===== config.mk =====
export PLATFORM = sky130hd
export DESIGN_NAME = console_terminal_port_controller
export DESIGN_NICKNAME = d
export VERILOG_FILES = /design/src/rtl/core/ctpc_pkg.sv /design/src/rtl/core/ctpc_in_stage.sv /design/src/rtl/core/ctpc_core.sv /design/src/rtl/core/ctpc_out_stage.sv /design/src/rtl/core/console_terminal_port_controller.sv
export SDC_FILE = /design/constraint.sdc
export NUM_CORES = 1
export LEC_CHECK = 0
export CAP_MARGIN = 20
export CORE_UTILIZATION = 50
export DETAILED_ROUTE_END_ITERATION = 10
export DONT_BUFFER_PORTS = 1
export PLACE_DENSITY = 0.61
export SYNTH_ARGS = -nofsm -noshare
export SYNTH_HDL_FRONTEND = slang
export SYNTH_SLANG_ARGS = --single-unit

===== constraint.sdc =====
create_clock -name clock -period 7.36 [get_ports clock]
set_input_delay 0.368 -clock clock [delete_from_list [all_inputs] [get_ports clock]]
set_output_delay 0.368 -clock clock [all_outputs]
set_load 0.1 [all_outputs]

===== src/rtl/core/ctpc_pkg.sv =====
package ctpc_pkg;

   // Request opcodes
   typedef enum logic [2:0] {
      OP_STATUS_RD = 3'd0,
      OP_CTRL_WR   = 3'd1,
      OP_DATA_RD   = 3'd2,
      OP_DATA_WR   = 3'd3,
      OP_RX_CHAR   = 3'd4,
      OP_TX_DONE   = 3'd5
   } op_type;

   // Per-port status bit positions
   localparam int ST_TRDY = 0;   // printer ready
   localparam int ST_TBSY = 1;   // printer busy
   localparam int ST_KRDY = 2;   // keyboard ready
   localparam int ST_KBSY = 3;   // keyboard busy
   localparam int ST_KTST = 4;   // keyboard test

   // Control word bit positions
   localparam int CW_SET_TRDY = 3;
   localparam int CW_SET_TBSY = 4;
   localparam int CW_SET_KRDY = 5;
   localparam int CW_SET_KBSY = 6;
   localparam int CW_CLR_TRDY = 7;
   localparam int CW_CLR_TBSY = 8;
   localparam int CW_CLR_KRDY = 9;
   localparam int CW_CLR_KBSY = 10;
   localparam int CW_SET_KTST = 11;
   localparam int CW_PORT_LO  = 12;
   localparam int CW_PORT_HI  = 14;
   localparam int CW_ALL_IRQ  = 15;
   localparam int CW_PORT_SEL = 17;

   typedef logic [4:0] status_type;

   typedef struct packed {
      logic [2:0]  opcode;
      logic [35:0] write_data;
      logic [7:0]  rx_char;
      logic        rx_break;
   } item_type;

   typedef struct packed {
      logic [11:0] read_data;
      logic        irq_pending;
      logic [2:0]  irq_level;
      logic        tx_valid;
      logic [6:0]  tx_char;
   } result_type;

   // Status read word: level in the low bits, status bits spread over the word
   function automatic logic [11:0] status_word(input logic [2:0] level,
                                               input status_type s);
      logic [11:0] w;
      w     = {9'd0, level};
      w[3]  = s[ST_TRDY];
      w[4]  = s[ST_TBSY];
      w[5]  = s[ST_KRDY];
      w[6]  = s[ST_KBSY];
      w[11] = s[ST_KTST];
      return w;
   endfunction

endpackage


===== src/rtl/core/ctpc_in_stage.sv =====
module ctpc_in_stage (
   input  logic               clock,
   input  logic               reset,
   input  logic               req_valid,
   output logic               req_stall,
   input  ctpc_pkg::item_type req_item,
   input  logic               advance,
   output logic               fire,
   output ctpc_pkg::item_type item
);
   import ctpc_pkg::*;

   logic     valid_ff, valid_in;
   item_type item_ff;
   logic     accept;

   // Hold the request while the result side cannot take it
   assign req_stall = valid_ff & ~advance;
   assign accept    = req_valid & ~req_stall;
   assign fire      = valid_ff & advance;
   assign item      = item_ff;

   always_comb begin
      valid_in = valid_ff;
      if (accept) begin
         valid_in = 1'b1;
      end else if (advance) begin
         valid_in = 1'b0;
      end
   end

   always_ff @(posedge clock) begin
      if (reset) begin
         valid_ff <= 1'b0;
      end else begin
         valid_ff <= valid_in;
      end
   end

   always_ff @(posedge clock) begin
      if (accept) begin
         item_ff <= req_item;
      end
   end

endmodule


===== src/rtl/core/ctpc_core.sv =====
module ctpc_core #(
   parameter int PORT_COUNT = 8
) (
   input  logic                 clock,
   input  logic                 reset,
   input  logic                 fire,
   input  ctpc_pkg::item_type   item,
   output ctpc_pkg::result_type result
);
   import ctpc_pkg::*;

   localparam int PortW = (PORT_COUNT > 1) ? $clog2(PORT_COUNT) : 1;

   logic [PortW-1:0] sel_ff, sel_in;
   logic [2:0]       level_ff, level_in;
   logic             all_irq_ff, all_irq_in;
   logic             flag_ff, flag_in;
   status_type       status_ff [PORT_COUNT];
   logic [6:0]       rx_ff     [PORT_COUNT];
   logic [6:0]       tx_ff     [PORT_COUNT];

   logic [PortW-1:0] idx;
   status_type       s_cur, s_new;
   logic [6:0]       rx_new, tx_new;
   logic [2:0]       np;
   logic             raise;
   logic [11:0]      rd;
   logic             txv;
   logic [6:0]       txc;

   // Next state and result for the item at the head of the pipe
   always_comb begin
      sel_in     = sel_ff;
      level_in   = level_ff;
      all_irq_in = all_irq_ff;
      flag_in    = flag_ff;
      np         = item.write_data[CW_PORT_HI:CW_PORT_LO];
      rd         = 12'd0;
      txv        = 1'b0;
      txc        = 7'd0;

      // port select applies before the status update of the same request
      if (op_type'(item.opcode) == OP_CTRL_WR && item.write_data[CW_PORT_SEL] &&
          ({1'b0, np} < 4'(PORT_COUNT))) begin
         sel_in = np[PortW-1:0];
      end
      idx    = sel_in;
      s_cur  = status_ff[idx];
      s_new  = s_cur;
      rx_new = rx_ff[idx];
      tx_new = tx_ff[idx];
      raise  = all_irq_ff | (idx == '0);

      unique case (op_type'(item.opcode))
         OP_STATUS_RD: begin
            rd = status_word(level_ff, s_cur);
         end
         OP_CTRL_WR: begin
            all_irq_in = item.write_data[CW_ALL_IRQ];
            level_in   = item.write_data[2:0];
            // clears first, then sets
            if (item.write_data[CW_CLR_TRDY]) s_new[ST_TRDY] = 1'b0;
            if (item.write_data[CW_CLR_TBSY]) s_new[ST_TBSY] = 1'b0;
            if (item.write_data[CW_CLR_KRDY]) s_new[ST_KRDY] = 1'b0;
            if (item.write_data[CW_CLR_KBSY]) s_new[ST_KBSY] = 1'b0;
            if (item.write_data[CW_SET_TRDY]) s_new[ST_TRDY] = 1'b1;
            if (item.write_data[CW_SET_TBSY]) s_new[ST_TBSY] = 1'b1;
            if (item.write_data[CW_SET_KRDY]) s_new[ST_KRDY] = 1'b1;
            if (item.write_data[CW_SET_KBSY]) s_new[ST_KBSY] = 1'b1;
            if (item.write_data[CW_SET_KTST]) s_new[ST_KTST] = 1'b1;
            flag_in = s_new[ST_TRDY] | s_new[ST_KRDY];
         end
         OP_DATA_RD: begin
            rd             = {5'd0, rx_ff[idx]};
            s_new[ST_KRDY] = 1'b0;
            if (!s_new[ST_TRDY]) flag_in = 1'b0;
         end
         OP_DATA_WR: begin
            tx_new         = item.write_data[6:0];
            s_new[ST_TRDY] = 1'b0;
            s_new[ST_TBSY] = 1'b1;
            if (!s_new[ST_KRDY]) flag_in = 1'b0;
         end
         OP_RX_CHAR: begin
            // ignored on break or while the previous character is unread
            if (!s_cur[ST_KRDY] && !item.rx_break) begin
               rx_new         = item.rx_char[6:0];
               s_new[ST_KRDY] = 1'b1;
               if (raise) flag_in = 1'b1;
            end
         end
         OP_TX_DONE: begin
            if (tx_ff[idx] != 7'd0) begin
               txv = 1'b1;
               txc = tx_ff[idx];
            end
            s_new[ST_TBSY] = 1'b0;
            s_new[ST_TRDY] = 1'b1;
            if (raise) flag_in = 1'b1;
         end
         default: begin
         end
      endcase

      result.read_data   = rd;
      result.irq_pending = flag_in & (level_in != 3'd0);
      result.irq_level   = level_in;
      result.tx_valid    = txv;
      result.tx_char     = txc;
   end

   // Block state, written once per processed request
   always_ff @(posedge clock) begin
      if (reset) begin
         sel_ff     <= '0;
         level_ff   <= 3'd0;
         all_irq_ff <= 1'b0;
         flag_ff    <= 1'b0;
         for (int i = 0; i < PORT_COUNT; i++) begin
            status_ff[i] <= '0;
            rx_ff[i]     <= 7'd0;
            tx_ff[i]     <= 7'd0;
         end
      end else if (fire) begin
         sel_ff         <= sel_in;
         level_ff       <= level_in;
         all_irq_ff     <= all_irq_in;
         flag_ff        <= flag_in;
         status_ff[idx] <= s_new;
         rx_ff[idx]     <= rx_new;
         tx_ff[idx]     <= tx_new;
      end
   end

endmodule


===== src/rtl/core/ctpc_out_stage.sv =====
module ctpc_out_stage (
   input  logic                 clock,
   input  logic                 reset,
   input  logic                 fire,
   input  ctpc_pkg::result_type result,
   output logic                 advance,
   output logic                 rsp_valid,
   input  logic                 rsp_stall,
   output ctpc_pkg::result_type rsp_result
);
   import ctpc_pkg::*;

   logic       valid_ff, valid_in;
   result_type result_ff;

   // Free when empty or when the held result leaves this cycle
   assign advance    = ~valid_ff | ~rsp_stall;
   assign rsp_valid  = valid_ff;
   assign rsp_result = result_ff;
   assign valid_in   = fire | (valid_ff & rsp_stall);

   always_ff @(posedge clock) begin
      if (reset) begin
         valid_ff <= 1'b0;
      end else begin
         valid_ff <= valid_in;
      end
   end

   always_ff @(posedge clock) begin
      if (fire) begin
         result_ff <= result;
      end
   end

endmodule


===== src/rtl/core/console_terminal_port_controller.sv =====
// Channel    Ports                                              Direction
// request    req_valid/req_stall, opcode, write_data, rx_char,  in
//            rx_break
// response   rsp_valid/rsp_stall, read_data, irq_pending,       out
//            irq_level, tx_valid, tx_char
//
// One request per cycle while req_stall is low; each request passes through
// the input register, then the result register, before its response is valid.
// Synchronous active-high reset clears all port state, selection, level
// and interrupt flag; no request is taken during reset.
// req_stall rises only when the input register is full and the held
// response is stalled; one request then waits in the input register.
module console_terminal_port_controller #(
   parameter int PORT_COUNT = 8
) (
   input  logic        clock,
   input  logic        reset,
   input  logic        req_valid,
   output logic        req_stall,
   input  logic [2:0]  req_opcode,
   input  logic [35:0] req_write_data,
   input  logic [7:0]  req_rx_char,
   input  logic        req_rx_break,
   output logic        rsp_valid,
   input  logic        rsp_stall,
   output logic [11:0] rsp_read_data,
   output logic        rsp_irq_pending,
   output logic [2:0]  rsp_irq_level,
   output logic        rsp_tx_valid,
   output logic [6:0]  rsp_tx_char
);
   import ctpc_pkg::*;

   item_type   req_item, item;
   result_type result, rsp_result;
   logic       advance, fire;

   assign req_item = '{opcode:     req_opcode,
                       write_data: req_write_data,
                       rx_char:    req_rx_char,
                       rx_break:   req_rx_break};

   ctpc_in_stage u_in (
      .clock     (clock),
      .reset     (reset),
      .req_valid (req_valid),
      .req_stall (req_stall),
      .req_item  (req_item),
      .advance   (advance),
      .fire      (fire),
      .item      (item)
   );

   ctpc_core #(
      .PORT_COUNT (PORT_COUNT)
   ) u_core (
      .clock  (clock),
      .reset  (reset),
      .fire   (fire),
      .item   (item),
      .result (result)
   );

   ctpc_out_stage u_out (
      .clock      (clock),
      .reset      (reset),
      .fire       (fire),
      .result     (result),
      .advance    (advance),
      .rsp_valid  (rsp_valid),
      .rsp_stall  (rsp_stall),
      .rsp_result (rsp_result)
   );

   assign rsp_read_data   = rsp_result.read_data;
   assign rsp_irq_pending = rsp_result.irq_pending;
   assign rsp_irq_level   = rsp_result.irq_level;
   assign rsp_tx_valid    = rsp_result.tx_valid;
   assign rsp_tx_char     = rsp_result.tx_char;

   // No response straight out of reset
   a_reset_empty: assert property (@(posedge clock) $past(reset) |-> !rsp_valid)
      else $error("response valid right after reset");

   // Interrupt request is never shown at level zero
   a_irq_level: assert property (@(posedge clock) disable iff (reset)
      (rsp_valid && rsp_irq_pending) |-> (rsp_irq_level != 3'd0))
      else $error("interrupt pending at level zero");

   // A sent character is never the null byte
   a_tx_nonzero: assert property (@(posedge clock) disable iff (reset)
      (rsp_valid && rsp_tx_valid) |-> (rsp_tx_char != 7'd0))
      else $error("null character sent");

   // The input side stalls only behind a stalled response
   a_stall_cause: assert property (@(posedge clock) disable iff (reset)
      req_stall |-> (rsp_valid && rsp_stall))
      else $error("request stalled with free result register");

endmodule


# Yosys cells after proc, flatten, opt, wreduce, memory -nomap -nowiden
# Memories as Yosys holds them, arrays and structs flattened.
# Cells that the tools add are included.
[op_classes] n_mux=43 n_reduce_logical=14 n_eq_ne=5 n_bitwise=13
[ops] operator="$mux W7" n=5
[ops] operator="$mux W1" n=27
[ops] operator="$pmux W12 S2" n=1
[ops] operator="$mux W3" n=5
[ops] operator="$reduce_or A7 Y1" n=2
[ops] operator="$reduce_bool A7 Y1" n=1
[ops] operator="$eq A3 B2 Y1 const B" n=2
[ops] operator="$eq A3 B3 Y1 const B" n=2
[ops] operator="$logic_not A3 Y1" n=2
[ops] operator="$pmux W2 S3" n=1
[ops] operator="$and A1 B1 Y1" n=5
[ops] operator="$mux W5" n=1
[ops] operator="$pmux W1 S5" n=1
[ops] operator="$reduce_or A5 Y1" n=1
[ops] operator="$not A1 Y1" n=4
[ops] operator="$or A1 B1 Y1" n=4
[ops] operator="$reduce_and A2 Y1" n=2
[ops] operator="$eq A3 B1 Y1 const B" n=1
[ops] operator="$pmux W1 S3" n=1
[ops] operator="$reduce_bool A3 Y1" n=1
[ops] operator="$logic_and A1 B1 Y1" n=2
[ops] operator="$logic_not A1 Y1" n=2
[ops] operator="$mux W2" n=1
[ops] operator="$reduce_bool A2 Y1" n=1
[totals] mem_bits_rw=152 word_cells=93 output_inout_bits=26 ff_bits=63 memories=3
[mem_list] memory="u_core.rx_ff" depth=8 word_bits=7 rd=1 rd_ports_with_merged_regs=0 write_ports=8 line_no="ctpc_core.sv:19" source="logic [6:0] rx_ff [PORT_COUNT];"
[mem_list] memory="u_core.tx_ff" depth=8 word_bits=7 rd=1 rd_ports_with_merged_regs=0 write_ports=8 line_no="ctpc_core.sv:20" source="logic [6:0] tx_ff [PORT_COUNT];"
[mem_list] memory="u_core.status_ff" depth=8 word_bits=5 rd=1 rd_ports_with_merged_regs=0 write_ports=8 line_no="ctpc_core.sv:18" source="status_type status_ff [PORT_COUNT];"

# Longest topological paths before layout
# Gate-level depths: netlist (run 1).
# An unclocked memory read counts as a cell.
[depth] ltp_word=10 ltp_mapped=11 depth_no_buf=7

# Cells and area by module
# A second synthesis (run 1) with hierarchy kept.
[unflattened] hier_cells=688 area_unflattened_um2=10022.1
[by_module_without_submodules] module="ctpc_core" area_each_um2=7771.2 n_inst=1 cells_each=607 seq_area_each_um2=4724.5
[by_module_without_submodules] module="ctpc_in_stage" area_each_um2=1497.7 n_inst=1 cells_each=53 seq_area_each_um2=1461.4
[by_module_without_submodules] module="ctpc_out_stage" area_each_um2=753.2 n_inst=1 cells_each=28 seq_area_each_um2=740.7

# Worst setup path before layout (run 1)
# No wires, ideal clock.
[synth_timing] path_type="reg2reg" from="register u_out.valid_ff (netlist: u_out.rsp_valid)" to="register u_in.item_ff, in the netlist u_in.item[0] (enable)" slack_ns=4.141 t_arrival_ns=2.803 path_buffers=0 stages_incl_launch_ff=3 path_cell_list="dfxtp_1 -> and3_1 -> nor2b_1"
[synth_via] elab_chain_cells=6
[synth_lines] item="start, declared" line_no="ctpc_out_stage.sv:13" source="logic valid_ff, valid_in;"
[synth_lines] item="start signal, assigned" line_no="ctpc_out_stage.sv:26" source="valid_ff <= valid_in;"
[synth_lines] item="$not A1 Y1" line_no="ctpc_out_stage.sv:17" source="assign advance = ~valid_ff | ~rsp_stall;"
[synth_lines] item="$or A1 B1 Y1" line_no="ctpc_out_stage.sv:17"
[synth_lines] item="$not A1 Y1" line_no="ctpc_in_stage.sv:18" source="assign req_stall = valid_ff & ~advance;"
[synth_lines] item="$and A1 B1 Y1" line_no="ctpc_in_stage.sv:18"
[synth_lines] item="net req_stall" line_no="console_terminal_port_controller.sv:19" source="output logic req_stall,"
[synth_lines] item="$not A1 Y1" line_no="ctpc_in_stage.sv:19" source="assign accept = req_valid & ~req_stall;"
[synth_lines] item="$and A1 B1 Y1" line_no="ctpc_in_stage.sv:19"
[synth_lines] item="net u_in.accept" line_no="ctpc_in_stage.sv:15" source="logic accept;"
[synth_lines] item="end signal, assigned" line_no="ctpc_in_stage.sv:42" source="item_ff <= req_item;"
[synth_lines] item="end, declared" line_no="ctpc_in_stage.sv:14" source="item_type item_ff;"
# The timed path passes the listed nets, and every way through them passes these cells.
# A chain may end at the register's enable or synchronous reset.

==> out/metrics.yaml, run 1 <==
status: "finished, final reports clean"
port_buffers: 0
synth_common_cells: "200 x edfxtp_1, 170 x nor2_1, 122 x mux2i_1, 31 x clkbuf_1, 16 x nor2b_1"
hold-worst-slack_ns: 0.00966
synth_edf_count: 200
drv_slew: 0
place_congestion: 0.810
clkPwrFrac_pct: 39.8
placementRows: 50
yosysTopAreaCell: "edfxtp_1"
muxShareOfSynthArea_pct: 15.8
arrival_ns: 5.11
syn_to_final_growth_pct: 13.8
path_clk_slew_ns: 0.06
power_density_nw_per_um2: 264
synth_area_leaders: "edfxtp_1 63%, mux2i_1 13%, nor2_1 6.7%, dfxtp_1 2.1%, clkbuf_1 1.2%"
first_pass_iters: 7
yosys.area_share.simple_pct: 11.4
vias: 5801
grt_first_pass_wirelength_um: 34200
synth_area_sq_um: 9530
coreArea_sq_um: 18700
wl_per_cell_um: 22.5
grt_max_degree: 61
fin_util_pct: 58.0
antenna_cells: 0
cellLeakagePower_nw: 4.37
routed_wl_um: 22600
yosysMostFrequentCell: "edfxtp_1"
cts_tree: "yes"
clockBufferDepth: 3
initial_core_util_pct: 50.9
synth_top_family_by_area: "multiplexers"
ys_seq_area_share_pct: 65.1
detailed_place_hpwl_um: 13400
synthXorXnorAreaFrac_pct: 0
ys_ff_latch: 210
total_power_mw: 2.86
worstPathRequired_ns: 7.57
dieArea_sq_um: 19600
max_freq_ghz: 0.204
postSynthAreaPerCell_sq_um: 13.2
ir_drop_mv: 0.253
layout_min_cycle_time_ns: 4.89
start_kind: "register"
nets: 802
synth_top_area_share_pct: 63.0
htree_num_levels: 1
antenna_found_initial: 0
crit_type: "register to register"
synth.distinct_cells: 56
end_kind: "register"
synth_compound_area_share_pct: 4.52
num_io_pins: 78
grtUsageTotal_pct: 23.6
internal_power_mw: 2.16
fin_worst_skew_ns: 0.0194
synth_adder_area_share_pct: 0
period_share_pct: 66.5
critPathMaxFanout: 60
drive_gt1_share_pct: 10.4
root_buffer: "clkbuf_16"
relSlewSlack_pct: 19.7
tightest_slew_ns: 1.20
drc: 0
viasPerCell: 5.80
insertion_delay_ns: 0.51
cts_sinks: 210
grt_overflow: 0
power.switching_mw: 0.704
die_h_um: 140
rsz0062_at_grt: "no"
die_width_um: 140
grt_pass1_vias: 5788
worstHoldPathType: "primary input to register"
cts_buffers: 24
tns_ns: 0
synthCells: 723
setup_viol_count_final: 0
max_cap_viol_count: 0
seq_power_share_pct: 50.0
drt_iter0_drc: 477
ys_warn_count: 0
async_flop_share_pct: 0
hold_viol: 0
dominantRegCellSynth: "edfxtp_1"
sw_frac_of_total_pct: 24.6
postRouteAntennaNets: 0
comb_power_share_pct: 10.3
## layer usage
layer	up-vias	routed length, um	GRT usage (%)
met3	52	1140	2.84
met4	0	681	7.98
li1	2678	-	-
met2	190	11500	41.5
met1	2881	9260	30.2
met5	-	0	0
## cells in the final DEF, fill, tap and decap left out, types with 3 or more instances in the layout
| cell | n |
|---|---|
| mux2_2 | 7 |
| nor2b_1 | 15 |
| dlygate4sd3_1 | 30 |
| inv_1 | 12 |
| clkinv_2 | 4 |
| nor2_1 | 170 |
| dfxtp_1 | 10 |
| buf_4 | 20 |
| clkbuf_1 | 5 |
| o22ai_1 | 3 |
| mux2i_1 | 122 |
| or3_1 | 6 |
| nor3_1 | 4 |
| edfxtp_1 | 200 |
| nand2b_1 | 12 |
| clkinv_1 | 6 |
| mux2i_4 | 3 |
| a211oi_1 | 9 |
| nand2_1 | 14 |
| nand3_1 | 9 |
| a21oi_1 | 15 |
| o21ai_0 | 3 |
| clkbuf_16 | 25 |
| conb_1 | 4 |
| mux2_4 | 6 |
| a31oi_1 | 3 |
| o211ai_1 | 3 |
| a21o_1 | 7 |
## critical path: stages (launching register included)
cell and delay, ns:
edfxtp_1 0.73, and4bb_1 1.04, mux2i_4 0.55, buf_4 0.87, mux2i_1 0.27, mux2i_1 0.09
mux2i_1 0.28, a21boi_1 0.56, nor2_1 0.10
## per-stage QoR
stage / area (sq um) / cells / worst slack [ns]
2_1_floorplan: 9540 / 726 / 4.14
3_3_place_gp: 9760 / 927 / 2.58
3_5_place_dp: 9790 / 928 / 2.49
6_report: 10800 / 1001 / 2.47
5_1_grt: 10800 / 1001 / 2.15
4_1_cts: 10800 / 1001 / 2.48
## registers in the layout, summed over array words and instances (netlist names)
signal / cells
u_core.sel_ff: 3
u_out.rsp_valid: 1
u_core.level_ff: 3
u_core.rx_ff: 56
u_out.rsp_result: 20
u_core.flag_ff: 1
u_in.valid_ff: 1
u_core.tx_ff: 56
u_core.all_irq_ff: 1
u_in.item: 28
u_core.status_ff: 40
## power by group through the flow
| stage | clock (mW) | sequential, mW | combinational, mW |
|---|---|---|---|
| 2_1_floorplan | 0 | 1.44 | 0.216 |
| 3_3_place_gp | 0 | 1.45 | 0.273 |
| 3_5_place_dp | 0 | 1.45 | 0.281 |
| 4_1_cts | 1.15 | 1.43 | 0.296 |
| 5_1_grt | 1.19 | 1.43 | 0.318 |
| 6_report | 1.14 | 1.43 | 0.294 |
## final timing paths
check                                        from                     end  slack (ns)  cells after the start
worst max-delay path                u_in.item[46]  u_core.status_ff[4][4]        2.47                      8
worst min-delay path                    rsp_stall         u_out.rsp_valid        0.01                      2
worst max register to register      u_in.item[46]  u_core.status_ff[4][4]        2.47                      8
worst min register to register  u_core.all_irq_ff       u_core.all_irq_ff        0.46                      2
## kinds of logic after synthesis
group / after synthesis
AND/OR/NAND/NOR: 245
other: 1
AO/OA/AOI/OAI: 60
multiplexers: 142
buffers and inverters: 65
flip-flops: 210
## repair_timing
item                      in CTS  in global routing
buffers inserted               0                  0
hold buffers                  30                  0
gates resized for setup        0                  0
hold endpoints to repair      37                  0
## final cells by class
cell class / instances / area (sq um)
Clock inverter: 13 / 110
Tap cell: 234 / 293
Timing Repair Buffer: 51 / 478
Multi-Input combinational cell: 451 / 3060
Sequential cell: 210 / 6210
Clock buffer: 30 / 644
Fill cell: 1481 / 7870
Inverter: 12 / 45.0
(Power assumes the default switching activity.)
==> run 2, diff against run 1 <==
==> constraint.sdc (replaced) <==
create_clock -name clock -period 4.7 [get_ports clock]
set_input_delay 0.235 -clock clock [delete_from_list [all_inputs] [get_ports clock]]
set_output_delay 0.235 -clock clock [all_outputs]
set_load 0.1 [all_outputs]
==> run 2 against run 1 <==
  * Combinational power up 62%
  * Wire length down 0.71%
  * Sequential share of layout area fell by 0.76 points
  * Hold slack improved by 0.012 ns
  * Core utilization up 0.78 points
  * Clock skew up 0.0083 ns
  * Sequential cell count unchanged
  * Clock power up 64%
  * Critical endpoint is now u_core.rx_ff[2][5]
  * Critical path depth stayed put
  * Cell count increased by 1.1%
  * Maximum frequency grew 17%
  * Largest cell class unchanged
==> out/metrics.yaml, run 2 (same netlist as run 1, synthesis figures left out) <==
status: "finished, final reports clean"
power.switching_mw: 1.12  # +59%
first_pass_iters: 5  # -2
final_cell_mix: "200 x edfxtp_1, 170 x nor2_1, 122 x mux2i_1"
arrival_ns: 4.43  # -0.68 ns
hold-worst-slack_ns: 0.0215  # +0.0118 ns
critPathMaxFanout: 15  # -75%
placementRows: 50  # unchanged
comb_power_share_pct: 10.4  # about the same
clkPwrFrac_pct: 40.9  # +1.1 points
grt_first_pass_wirelength_um: 33500  # -1.8%
drt_iter0_drc: 489  # +2.5%
grt_use_met1_pct: 30.5  # +0.27 points
postLayoutCellArea_sq_um: 11000  # +1.4%
root_buffer: "clkbuf_16"
top_usage_layer: "met2"
viasPerCell: 5.76  # -0.54%
fin_worst_skew_ns: 0.0276  # +0.00826 ns
worstPathRequired_ns: 4.96  # -2.61 ns
cts_sinks: 210  # unchanged
layout_min_cycle_time_ns: 4.17  # -0.718 ns
use_met2_pct: 38.9  # -2.6 points
grt_overflow: 0  # unchanged
port_buffers: 0  # unchanged
antenna_found_initial: 0  # unchanged
ir_drop_mv: 0.359  # +42%
worstHoldPathType: "primary input to register"
hold_viol: 0  # unchanged
num_io_pins: 78  # unchanged
rsz0062_at_grt: "no"
ctsResizeCount: 0  # unchanged
relSlewSlack_pct: 30.7  # +11 points
drive_gt1_share_pct: 12.1  # +1.7 points
max_freq_ghz: 0.240  # +17%
die_h_um: 140  # unchanged
insertion_delay_ns: 0.53  # +0.02 ns
cts_buffers: 24  # unchanged
sw_frac_of_total_pct: 24.4  # -0.18 points
postRouteAntennaNets: 0  # unchanged
cellLeakagePower_nw: 4.46  # +1.9%
use_met3_pct: 3.90  # +1.1 points
routed_wl_um: 22400  # -0.71%
start_kind: "register"
power_density_nw_per_um2: 417  # +58%
grtUsageTotal_pct: 23.2  # -0.35 points
antenna_cells: 0  # unchanged
internal_power_mw: 3.47  # +61%
drv_slew: 0  # unchanged
total_power_mw: 4.59  # +60%
coreArea_sq_um: 18700  # unchanged
vias: 5833  # +0.55%
nets: 812  # +1.2%
end_kind: "register"
fillers: 1484  # +0.20%
syn_to_final_growth_pct: 15.3
grt_pass1_vias: 5783  # -0.086%
top_regs: "u_core.rx_ff (56), u_core.tx_ff (56), u_core.status_ff (40)"
seq_power_share_pct: 48.8  # -1.2 points
grt_max_degree: 69  # +13%
setup_viol_count_final: 0  # unchanged
place_congestion: 0.822  # +1.5%
crit_type: "register to register"
initial_core_util_pct: 50.9  # unchanged
placedInstanceArea_sq_um: 9870  # +0.87%
wl_per_cell_um: 22.1  # -1.8%
worst_slack_ns: 0.526  # -1.94 ns
path_clk_slew_ns: 0.06  # about the same
clockBufferDepth: 3  # unchanged
die_width_um: 140  # unchanged
tns_ns: 0  # unchanged
htree_num_levels: 1  # unchanged
final_common_cell: "edfxtp_1"
drc: 0  # unchanged
cts_tree: "yes"
pre_cts_ws_ns: 0.526  # -1.97 ns
max_cap_viol_count: 0  # unchanged
tightest_slew_ns: 1.04  # -0.166 ns
dieArea_sq_um: 19600  # unchanged
detailed_place_hpwl_um: 13800  # +2.7%
period_share_pct: 88.8  # +22 points
## run 2: changes by cell type in the layout (fill, tap and decap cells not counted)
cell and change:
clkinv_2 +3, clkinv_8 +1, clkbuf_1 -3, buf_16 -1, buf_4 +7, buf_12 +3
bufinv_16 +2, dlygate4sd3_1 +1, clkinv_1 -1, clkbuf_16 -1
## run 2: path summary, 6_finish.rpt
kind / startpoint / to / slack, ns / cells past startpoint
hold reg to reg: u_core.all_irq_ff / u_core.all_irq_ff / 0.46 / 2
hold / removal: reset / u_core.status_ff[6][2] / 0.02 / 1
setup / recovery: u_in.item[47] / u_core.rx_ff[2][5] / 0.53 / 8
setup reg to reg: u_in.item[47] / u_core.rx_ff[2][5] / 0.53 / 8
## run 2: what timing repair did
action / 4_1_cts / 5_1_grt
hold endpoints to repair: 38 / 0
buffers inserted: 0 / 0
hold buffers: 31 / 0
## run 2: power groups by stage
stage	registers, mW	clock network [mW]	logic, mW
after floorplan	2.25	0	0.338
after global placement	2.27	0	0.447
after detailed placement	2.27	0	0.454
after CTS	2.24	1.90	0.478
after global routing	2.24	1.97	0.512
final	2.24	1.87	0.476
## run 2: per-stage QoR
| stage | instances | util, % |
|---|---|---|
| 3_5_place_dp | 937 | 52.8 |
| 2_1_floorplan | 726 | - |
| 6_report | 1012 | 58.7 |
| 4_1_cts | 1012 | 58.7 |
| 3_3_place_gp | 937 | 52.8 |
| 5_1_grt | 1012 | 58.7 |
## run 2: per-layer routing
metal / up-vias / wire, um
met5: - / 0
met4: 0 / 740
met3: 50 / 1270
met2: 202 / 10800
met1: 2887 / 9560
li1: 2694 / -
## run 2: layout make-up
class	count	area, sq um	area share (%)
flip-flops and latches	210	6210	56.5
multi-input cells	451	3060	27.9
clock inverters	18	198	1.80
inverters	12	45.0	0.410
repair buffers	61	573	5.22
clock buffers	26	608	5.53
well taps	234	293	2.66
## run 2: worst max-delay path, stage by stage (launching register included)
cell and delay [ns]:
edfxtp_1 0.56, and4bb_1 0.97, mux2i_1 0.39, a211oi_2 0.35, nor4_2 0.10, buf_4 0.18
or4b_1 0.76, mux2i_2 0.51, nor2_1 0.08
==> run 3, diff against run 2 <==
--- a/config.mk
+++ b/config.mk
@@ -6,10 +6,12 @@
 export NUM_CORES = 1
 export LEC_CHECK = 0
 export CAP_MARGIN = 20
+export CELL_PAD_IN_SITES_DETAIL_PLACEMENT = 0
+export CELL_PAD_IN_SITES_GLOBAL_PLACEMENT = 1
 export CORE_UTILIZATION = 50
 export DETAILED_ROUTE_END_ITERATION = 10
 export DONT_BUFFER_PORTS = 1
-export PLACE_DENSITY = 0.61
+export PLACE_DENSITY = 0.72
 export SYNTH_ARGS = -nofsm -noshare
 export SYNTH_HDL_FRONTEND = slang
 export SYNTH_SLANG_ARGS = --single-unit
==> run 3 against run 2 <==
  * Sequential cell count stayed put
  * Setup slack improved by 0.15 ns
  * Cell area down 0.15%
  * Critical endpoint is now u_out.rsp_result[7]
  * Highest routed layer unchanged
==> out/metrics.yaml, run 3 (same netlist as run 1, synthesis figures left out) <==
status: "finished, final reports clean"
crit_type: "register to register"
cts_sinks: 210  # unchanged
layout_min_cycle_time_ns: 4.03  # -0.145 ns
worst_hold_path.endpoint: "u_core.flag_ff"
nets: 817  # +0.62%
initial_core_util_pct: 50.9  # unchanged
critical-path-slowest-cell: "and4bb_1"
arrival_ns: 4.25  # -0.18 ns
num_io_pins: 78  # unchanged
grtUsageTotal_pct: 24.4  # +1.2 points
critPathMaxStageDelay_ns: 0.83  # -0.14 ns
fillers: 1511  # +1.8%
reg2reg_slack_ns: 0.67  # +0.15 ns
period_share_pct: 85.7  # -3.1 points
ir_drop_mv: 0.348  # -3.0%
port_buffers: 0  # unchanged
first_pass_iters: 5  # unchanged
critical_path.top_delay_family: "multiplexers"
path_clk_slew_ns: 0.06  # about the same
max_freq_ghz: 0.248  # +3.6%
syn_to_final_growth_pct: 15.1
vias: 5919  # +1.5%
placementRows: 50  # unchanged
rsz0062_at_grt: "no"
fin_util_pct: 58.6  # -0.087 points
total_power_mw: 4.48  # -2.3%
wl_per_cell_um: 22.7  # +2.8%
drt_iter0_drc: 605  # +24%
startpoint: "u_in.item[45]"
relSlewSlack_pct: 32.4  # +1.6 points
setup_viol_count_final: 0  # unchanged
critPathMaxFanout: 21  # +6
cts_tree: "yes"
die_width_um: 140  # unchanged
grt_first_pass_wirelength_um: 35100  # +4.8%
detailed_place_hpwl_um: 14400  # +4.6%
drive_gt1_share_pct: 11.9  # -0.20 points
worstPathRequired_ns: 4.92  # -0.04 ns
viasPerCell: 5.82  # +0.98%
power_density_nw_per_um2: 409  # -2.1%
ctsResizeCount: 0  # unchanged
fin_worst_skew_ns: 0.0116  # -0.0160 ns
antenna_found_initial: 0  # unchanged
final_common_cell: "edfxtp_1"
cellLeakagePower_nw: 4.45  # -0.26%
final_cell_mix: "200 x edfxtp_1, 170 x nor2_1, 122 x mux2i_1"
htree_num_levels: 1  # unchanged
clockBufferDepth: 3  # unchanged
cpMostUsedCell: "mux2i_1"
whs_path_depth: 3  # +2
top_regs: "u_core.rx_ff (56), u_core.tx_ff (56), u_core.status_ff (40)"
drv_slew: 0  # unchanged
hold_viol: 0  # unchanged
insertion_delay_ns: 0.52  # about the same
critPathBufInv: 2  # +1
die_h_um: 140  # unchanged
antenna_cells: 0  # unchanged
hp-start: "reset"
timing.rr.start: "u_in.item[45]"
root_buffer: "clkbuf_16"
postCtsSetupBuffers: 0  # unchanged
routed_wl_um: 23100  # +3.3%
multiInputGateArea_sq_um: 3060  # -0.29%
grt_overflow: 0  # unchanged
cts_buffers: 24  # unchanged
coreArea_sq_um: 18700  # unchanged
grt_pass1_vias: 5983  # +3.5%
max_cap_viol_count: 0  # unchanged
start_kind: "register"
regArea_sq_um: 6210  # unchanged
worstHoldPathType: "primary input to register"
tns_ns: 0  # unchanged
grt_max_degree: 34  # -51%
end_kind: "register"
drc: 0  # unchanged
dieArea_sq_um: 19600  # unchanged
tightest_slew_ns: 1.01  # -0.0247 ns
crit_chain: "and4bb_1 > mux2i_4 > buf_12 > buf_4 > mux2i_1 > mux2i_1 > mux2i_1 > and4_1 > a41oi_1"
timing.rr.end: "u_out.rsp_result[7]"
reg2reg_depth: 9  # +1
place_congestion: 0.777  # -5.5%
postRouteAntennaNets: 0  # unchanged
## run 3: worst max-delay path by stage
stage / to / slack (ns) / cells past startpoint
after floorplan: u_in.item[0] / 1.48 / 2
after global placement: u_out.rsp_result[7] / 0.75 / 9
after detailed placement: u_core.rx_ff[6][5] / 0.73 / 7
after CTS: u_core.rx_ff[5][4] / 0.70 / 8
after global routing: u_core.status_ff[1][4] / 0.48 / 9
final: u_out.rsp_result[7] / 0.67 / 9
## run 3: per-layer routing
metal	up-vias	wire (um)	share of wire [%]	GRT usage, %
met3	39	1180	5.1	3.45
met2	157	11600	50	43.2
met1	3009	9880	43	31.7
met4	0	506	2.2	6.02
li1	2714	-	-	-
met5	-	0	0	0
## run 3: area by class of cell
type | count | area share [%]
repair buffers | 66 | 5.68
clock inverters | 14 | 1.14
flip-flops and latches | 210 | 56.6
multi-input cells | 451 | 27.9
well taps | 234 | 2.67
clock buffers | 30 | 5.68
inverters | 12 | 0.411
## run 3: worst reg2reg max path, cell delays in order (launching register included)
cell and delay [ns]:
edfxtp_1 0.60, and4bb_1 0.83, mux2i_4 0.59, buf_12 0.26, buf_4 0.28, mux2i_1 0.23
mux2i_1 0.10, mux2i_1 0.36, and4_1 0.32, a41oi_1 0.16
## run 3: stage by stage
step | worst slack (ns) | cell area (sq um) | hold slack (ns) | std cells
2_1_floorplan | 1.48 | 9540 | 0.334 | 726
3_3_place_gp | 0.748 | 9910 | 0.308 | 942
3_5_place_dp | 0.734 | 9910 | 0.310 | 942
4_1_cts | 0.700 | 11000 | 0.00627 | 1017
5_1_grt | 0.477 | 11000 | 0.0783 | 1017
6_report | 0.671 | 11000 | 0.0330 | 1017
## run 3: timing repair
item	CTS	global route
endpoints found under the hold margin	38	0
hold buffers	31	0
endpoints found under the setup margin	0	0
## run 3: report_power, final
| part | internal [mW] | switching [mW] |
|---|---|---|
| clock | 1.05 | 0.716 |
| sequential | 2.13 | 0.102 |
| combinational | 0.183 | 0.300 |
| total | 3.36 | 1.12 |
